===== config.mk =====
export PLATFORM = sky130hd
export DESIGN_NAME = srng_scaler
export DESIGN_NICKNAME = d
export VERILOG_FILES = /design/src/rtl/core/subtractive_lagged_rng_core_defines.svh /design/src/rtl/core/srng_pkg.sv /design/src/rtl/core/srng_scaler.sv
export SDC_FILE = /design/constraint.sdc
export NUM_CORES = 2
export LEC_CHECK = 0
export ABC_AREA = 1
export BUFFER_PORTS_ARGS = -buffer_cell sky130_fd_sc_hd__clkbuf_2
export CAP_MARGIN = 40
export CORE_MARGIN = 1
export CORE_UTILIZATION = 25
export DETAILED_ROUTE_END_ITERATION = 8
export SYNTH_ARGS = -nofsm -noshare
export SYNTH_HDL_FRONTEND = slang
export SYNTH_SLANG_ARGS = --single-unit

===== constraint.sdc =====
create_clock -name aclk -period 8.1 [get_ports aclk]
set_input_delay 1.62 -clock aclk [delete_from_list [all_inputs] [get_ports aclk]]
set_output_delay 1.62 -clock aclk [all_outputs]
set_load 0.05 [all_outputs]

===== src/rtl/core/subtractive_lagged_rng_core_defines.svh =====
// Assertion macros shared by the subtractive lagged generator RTL.
`ifndef SUBTRACTIVE_LAGGED_RNG_CORE_DEFINES_SVH
`define SUBTRACTIVE_LAGGED_RNG_CORE_DEFINES_SVH

// Property that must hold at every sampled edge outside reset.
`define SRNG_ASSERT_ALWAYS(label, clk, rstn, prop, msg) \
    label: assert property (@(posedge clk) disable iff (!rstn) (prop)) else $error(msg);

// Same-cycle implication.
`define SRNG_ASSERT_IMPL(label, clk, rstn, ante, cons, msg) \
    label: assert property (@(posedge clk) disable iff (!rstn) (ante) |-> (cons)) else $error(msg);

// Next-cycle implication.
`define SRNG_ASSERT_NEXT(label, clk, rstn, ante, cons, msg) \
    label: assert property (@(posedge clk) disable iff (!rstn) (ante) |=> (cons)) else $error(msg);

`endif


===== src/rtl/core/srng_pkg.sv =====
// Types and constants for the subtractive lagged generator.
package srng_pkg;

    localparam logic [30:0] MODULUS   = 31'h7FFF_FFFF;
    localparam logic [30:0] SEED_BASE = 31'd161803398;

    localparam logic [5:0]  TABLE_LEN = 6'd55;
    localparam logic [5:0]  FILL_LAST = 6'd54;
    localparam logic [5:0]  LAG_SHORT = 6'd21;
    localparam logic [5:0]  MIX_SPLIT = 6'd24;
    localparam logic [5:0]  MIX_FWD   = 6'd31;
    localparam logic [1:0]  MIX_PASS_LAST = 2'd3;

    localparam logic [31:0] WIDE_OFS  = 32'd2147483646;
    localparam logic [31:0] WIDE_DIV  = 32'hFFFF_FFFD;

    typedef enum logic [1:0] {
        OP_RESEED  = 2'd0,
        OP_RAW     = 2'd1,
        OP_BOUNDED = 2'd2
    } op_t;

    typedef enum logic [1:0] {
        STAT_OK       = 2'd0,
        STAT_BOUNDS   = 2'd1,
        STAT_UNSEEDED = 2'd2
    } status_t;

    typedef enum logic [3:0] {
        S_IDLE,
        S_SEED,
        S_FILL,
        S_MIX_RD,
        S_MIX_WR,
        S_DRAW_RD,
        S_DRAW_WR,
        S_PREP,
        S_SCALE,
        S_DONE
    } state_t;

    typedef struct packed {
        logic        start;
        logic        wide;
        logic [31:0] n;
        logic [31:0] span;
    } scale_req_t;

    typedef struct packed {
        logic        done;
        logic [31:0] quotient;
    } scale_resp_t;

endpackage


===== src/rtl/core/srng_scaler.sv =====
// Four-stage scaler: floor(n * span / divisor), divisor 2^31-1 or 2^32-3.
module srng_scaler (
    input  logic                    aclk,
    input  logic                    aresetn,
    input  srng_pkg::scale_req_t    req,
    output srng_pkg::scale_resp_t   resp
);

    logic        v1_reg, v2_reg, v3_reg, done_reg;
    logic        wide1_reg, wide2_reg, wide3_reg;
    logic [63:0] prod_reg;
    logic [31:0] hq_reg;
    logic [33:0] s_reg;
    logic [31:0] qp_reg;
    logic [32:0] s2_reg;
    logic [31:0] quot_reg;

    // stage 2 fold: 2^32 = 3 mod (2^32-3), 2^31 = 1 mod (2^31-1)
    logic [33:0] fold_wide;
    logic [31:0] fold_narrow;
    // stage 3
    logic [1:0]  h2;
    logic [32:0] fold2;
    logic [1:0]  corr;
    logic [33:0] two_mod;

    assign fold_wide = {2'b00, prod_reg[63:32]} + {1'b0, prod_reg[63:32], 1'b0}
                     + {2'b00, prod_reg[31:0]};
    assign fold_narrow = {1'b0, prod_reg[61:31]} + {1'b0, prod_reg[30:0]};

    assign h2      = s_reg[33:32];
    assign fold2   = {31'd0, h2} + {30'd0, h2, 1'b0} + {1'b0, s_reg[31:0]};
    assign two_mod = {2'b00, srng_pkg::MODULUS, 1'b0};

    always_comb begin
        priority if (s_reg >= two_mod) begin
            corr = 2'd2;
        end else if (s_reg >= {3'b000, srng_pkg::MODULUS}) begin
            corr = 2'd1;
        end else begin
            corr = 2'd0;
        end
    end

    always_ff @(posedge aclk) begin
        if (!aresetn) begin
            v1_reg   <= 1'b0;
            v2_reg   <= 1'b0;
            v3_reg   <= 1'b0;
            done_reg <= 1'b0;
        end else begin
            v1_reg   <= req.start;
            v2_reg   <= v1_reg;
            v3_reg   <= v2_reg;
            done_reg <= v3_reg;
        end
    end

    always_ff @(posedge aclk) begin
        prod_reg  <= {32'd0, req.n} * {32'd0, req.span};
        wide1_reg <= req.wide;

        wide2_reg <= wide1_reg;
        if (wide1_reg) begin
            hq_reg <= prod_reg[63:32];
            s_reg  <= fold_wide;
        end else begin
            hq_reg <= {1'b0, prod_reg[61:31]};
            s_reg  <= {2'b00, fold_narrow};
        end

        wide3_reg <= wide2_reg;
        if (wide2_reg) begin
            qp_reg <= hq_reg + {30'd0, h2};
            s2_reg <= fold2;
        end else begin
            qp_reg <= hq_reg + {30'd0, corr};
            s2_reg <= '0;
        end

        if (wide3_reg && (s2_reg >= {1'b0, srng_pkg::WIDE_DIV})) begin
            quot_reg <= qp_reg + 32'd1;
        end else begin
            quot_reg <= qp_reg;
        end
    end

    assign resp.done     = done_reg;
    assign resp.quotient = quot_reg;

endmodule


Word-level counts from Yosys, hierarchy flattened
Index checks and enable logic that the tools add are counted.
{ "totals": {"regBits": 234, "input_bits": 68, "word_cells": 34} }
{ "op_classes": {"addsub": 8, "multipliers": 1, "n_lt_le_gt_ge": 3, "n_mux": 6, "reduce_logical": 1} }
{ "op_table": {"columns": ["operator", "count"], "rows": [
  ["2-to-1 mux 32 bit", 3],
  ["adder 32 x 2 -> 32 bit", 2],
  ["multiplier 32 x 32 -> 64 bit", 1],
  ["adder 32 x 33 -> 34 bit", 1],
  ["adder 34 x 32 -> 34 bit", 1],
  [">= comparator 34 x 31 -> 1 bit, second input constant", 1],
  [">= comparator 34 x 32 -> 1 bit, second input constant", 1],
  ["adder 4 x 32 -> 33 bit", 1],
  [">= comparator 33 x 32 -> 1 bit, second input constant", 1],
  ["adder 31 x 31 -> 32 bit", 1],
  ["adder 32 x 1 -> 32 bit, second input constant", 1],
  ["2-to-1 mux 31 bit", 1],
  ["adder 2 x 3 -> 4 bit", 1],
  ["2-to-1 mux 2 bit", 1],
  ["logical AND 1 bit", 1],
  ["2-to-1 mux 1 bit", 1]
]} }

Longest topological paths before layout
{ "depth": {"depth_word": 5, "mapped_depth": 32, "mapped_depth_nobuf": 31} }

Least setup slack after synthesis
OpenSTA, ideal clock, no wires.
{ "synth_timing": {"kind": "in2reg", "startpoint": "input port req[8] in the netlist's numbering", "endpoint": "register prod_reg[62]", "t_arrival_ns": 7.347, "setup_slack_ns": 0.641, "cell_stages": 26, "path_cell_list": "clkbuf_1 > nand2_1 > fa_1 > inv_1 > fa_1 > inv_1 > fa_1 > inv_1 > fa_1 > inv_1 > fa_1 > inv_1 > fa_1 > fa_1 > fa_1 > ha_1 > nand2_1 > inv_1 > a21oi_1 > nand2_1 > nand2_1 > nand2_1 > a21oi_1 > nand2_1 > nand2_1 > nand2_1"} }
{ "synth_via": {"elab_chain_len": 1} }
{ "synth_rtl": {"columns": ["element", "line", "source"], "rows": [
  ["start, declared", "srng_scaler.sv:5", "input srng_pkg::scale_req_t req,"],
  ["multiplier 32 x 32 -> 64 bit", "srng_scaler.sv:60", "prod_reg <= {32'd0, req.n} * {32'd0, req.span};"],
  ["end signal, assigned", "srng_scaler.sv:60", null],
  ["end, declared", "srng_scaler.sv:11", "logic [63:0] prod_reg;"]
]} }
Every way passes these cells.
A chain may end at the register's enable or synchronous reset.

Worst setup path after layout
{ "layout_timing": {"startpoint": "input port req[40] in the netlist's numbering", "endpoint": "register prod_reg[62]"} }
Same word-level chain as after synthesis.

==> results.txt <==
run status: finished clean
post-CTS setup buffers: 0
Worst slew margin: 48.2%
hold slack: 0.415 ns
# DRC: 0
I/O Buffers: 100
I/O pins: 101
Finish-stage setup viols: 0
Overflow after GRT: 0
CTS tree: yes
final instance area: 55,500 um2
max frequency: 129 MHz
wire per inst: 15.4 um
synth unique cells: 42
GRT Util Overall: 15.3%
Via density: 4.24
max FFs per register: 64
antenna violations before repair: 9
RSZ-0062 raised after global routing: no
layout cells sized above 1: 6.16%
# rows: 162
Post-synth EDFFs: 0
synthesized instance count: 6,922
delay of the slowest critical-path stage: 0.58 ns
Inserted Clock Buffers: 28
Max Root-Sink Buffers: 3
Post-Syn Area: 49,500 um2
Slew Viols, Final: 0
Reg clk slew, reported paths: 0.06 ns
Crit-path slowest cell: fa_1
routed wire length: 149 mm
routed via count: 41,200
H-tree levels: 1
Final HPWL DP: 132 mm
global-route wire length before repair: 242 mm
core area: 196,000 um2
CTS resizes: 0
CP dominant cell by count: fa_1
ys async rst share: 0%
largest fanout on the critical path: 14
type of the worst setup path: input port to flop
Seq/Total Area, Yosys: 9.47%
Die H: 447 um
worst path required time: 8.58 ns
drt pass-1 iters: 6
Yosys warning total: 0
RePlAce Congestion: 0.902
1st-iter DRT viols: 2,439
number of synthesized register bits: 234
setup TNS: 0 ns
flop-to-flop setup slack: 4.99 ns
Starting Density: 25.3%
Die X: 447 um
pre-CTS setup slack: -0.240 ns
Layout Skew: 0.0234 ns
CP Data Arrival Time: 8.23 ns
clk_lat worst skew: 0.59 ns
Clock Sink Count: 234
CP Capture Type: flop
fin crit share: 95.6%
Layout Area Growth over Synthesis: 12.3%
die area: 200,000 um2
Synthesized Nets: 8,257
crit-path cells: clkbuf_2 -> buf_4 -> nand2_1 -> inv_1 -> fa_1 -> inv_1 -> fa_1 -> inv_1 -> fa_1 -> fa_1 -> fa_1 -> fa_1 -> fa_1 -> fa_1 -> ha_1 -> nand2_1 -> nor2_1 -> nand2_1 -> nor2_1 -> nand2_1 -> nand2_1 -> nand2_1 -> nand3_1 -> nand2_1
vias in the first global route: 43,900
Max Cap Violations: 0
startpoint class of the critical path: input port
fin crit period: 7.75 ns
# hold bufs at CTS: 0
worst min path class: flop to flop
Post-DP Area: 54,500 um2
Slew @ Worst Pin: 0.777 ns
Final Net Count: 8,388
Final Hold Violating Endpoints: 0
largest net degree at the start of global routing: 71
ys flop type: dfxtp_1
root buffer cell: clkbuf_16
Post-DRT Antenna Nets: 0
setup ws final: 0.353 ns
Synth Area per Inst: 7.15 um2
[synth_stat cells (3+ instances only)]
| library cell | n | area [um2] |
|---|---|---|
| clkbuf_1 | 207 | 777 |
| nand4_1 | 44 | 275 |
| nor3_2 | 10 | 100 |
| o21ai_1 | 8 | 40.0 |
| o21ai_0 | 56 | 280 |
| fa_1 | 932 | 18700 |
| nand3b_1 | 16 | 120 |
| nor2_4 | 8 | 90.1 |
| nand3_2 | 3 | 30.0 |
| nand3_1 | 143 | 716 |
| and2_1 | 4 | 25.0 |
| nand2_1 | 2352 | 8830 |
| o21bai_1 | 21 | 158 |
| dfxtp_1 | 234 | 4680 |
| xnor2_1 | 28 | 245 |
| nor3_4 | 3 | 48.8 |
| a21oi_1 | 121 | 606 |
| nor2_2 | 13 | 81.3 |
| or2_0 | 3 | 18.8 |
| ha_1 | 335 | 4190 |
| nor2_1 | 283 | 1060 |
| nor3_1 | 47 | 235 |
| inv_1 | 1912 | 7180 |
| nand2_2 | 4 | 25.0 |
| buf_2 | 6 | 30.0 |
| nor4_1 | 7 | 43.8 |
| clkinv_1 | 4 | 15.0 |
| xor2_1 | 79 | 692 |
| inv_2 | 20 | 75.1 |
[cell type report]
| type | count | area (um2) |
|---|---|---|
| Fill cell | 21500 | 140000 |
| Multi-Input combinational cell | 4536 | 36700 |
| Antenna cell | 5 | 12.5 |
| Inverter | 1936 | 7270 |
| Sequential cell | 234 | 4690 |
| Clock buffer | 34 | 753 |
| Clock inverter | 18 | 273 |
| Timing Repair Buffer | 317 | 2570 |
| Tap cell | 2624 | 3280 |
[final timing paths]
| check | from | end | cells past startpoint |
|---|---|---|---|
| max | req[40] | prod_reg[62]$_DFF_P_ | 24 |
| min | v3_reg$_SDFF_PN0_ | done_reg$_SDFF_PN0_ | 2 |
| max reg2reg | prod_reg[33]$_DFF_P_ | s_reg[33]$_SDFF_PN0_ | 13 |
| min reg2reg | v3_reg$_SDFF_PN0_ | done_reg$_SDFF_PN0_ | 2 |
[metrics by stage]
step / utilization, % / std cells
after floorplan: - / 6922
after global placement: 27.8 / 9647
after detailed placement: 27.8 / 9647
after CTS: 28.4 / 9699
after global routing: 28.4 / 9704
final: 28.4 / 9704
[cell families (layout without fill, tap and decap cells)]
kind of cell,count (synthesis),count (layout),share of synthesized area (%)
AOI/OAI and AO/OA,214,214,2.31
xor gates and xnor gates,107,107,1.89
adders and majority gates,1267,1267,46.2
buffers and inverters,2152,2305,16.3
DFF,234,234,9.47
other,0,5,0
and+or+nand+nor,2948,2948,23.8
[cell usage in the layout (no fill, tap or decap), types with 3 or more instances in the layout]
cell        count
inv_1        1912
buf_4         182
nor2_4          8
o21bai_1       21
bufinv_16       5
nor3_4          3
buf_12         35
inv_2          20
clkbuf_16      28
nor4_1          7
dfxtp_1       233
clkbuf_1        3
diode_2         5
or2_0           3
fa_1          932
nor3_2         10
a21oi_1       121
xor2_1         79
clkbuf_2      100
ha_1          335
inv_6           3
and2_1          4
nor2_2         13
nand3_2         3
nand2_2         4
xnor2_1        28
nor3_1         47
nor2_1        283
nand3b_1       16
o21ai_0        56
clkinv_1        4
clkbuf_8        3
nand3_1       143
clkinv_2        3
o21ai_1         8
nand2_1      2352
nand4_1        44
clkinvlp_4      3
[per-layer routing]
layer  part of all wire [%]  GRT usage, %  vias to the layer above  wire, um
li1                       -             -                    19900         -
met1                     45          20.3                    20200     66700
met2                     49          27.0                      972     72800
met3                    4.7          1.39                      154      7070
met4                    1.8          2.80                        6      2620
met5                  0.022             0                        -        33
[critical path: cells and delay by family]
family | cells | cell delay, ns
fa+ha+maj | 9 | 4.32
simple gates | 10 | 1.46
buf+inv | 5 | 0.81
Power is left out: the tool's default activity adds up to more than one toggle a clock period on the data nets, which glitch-free logic cannot reach.
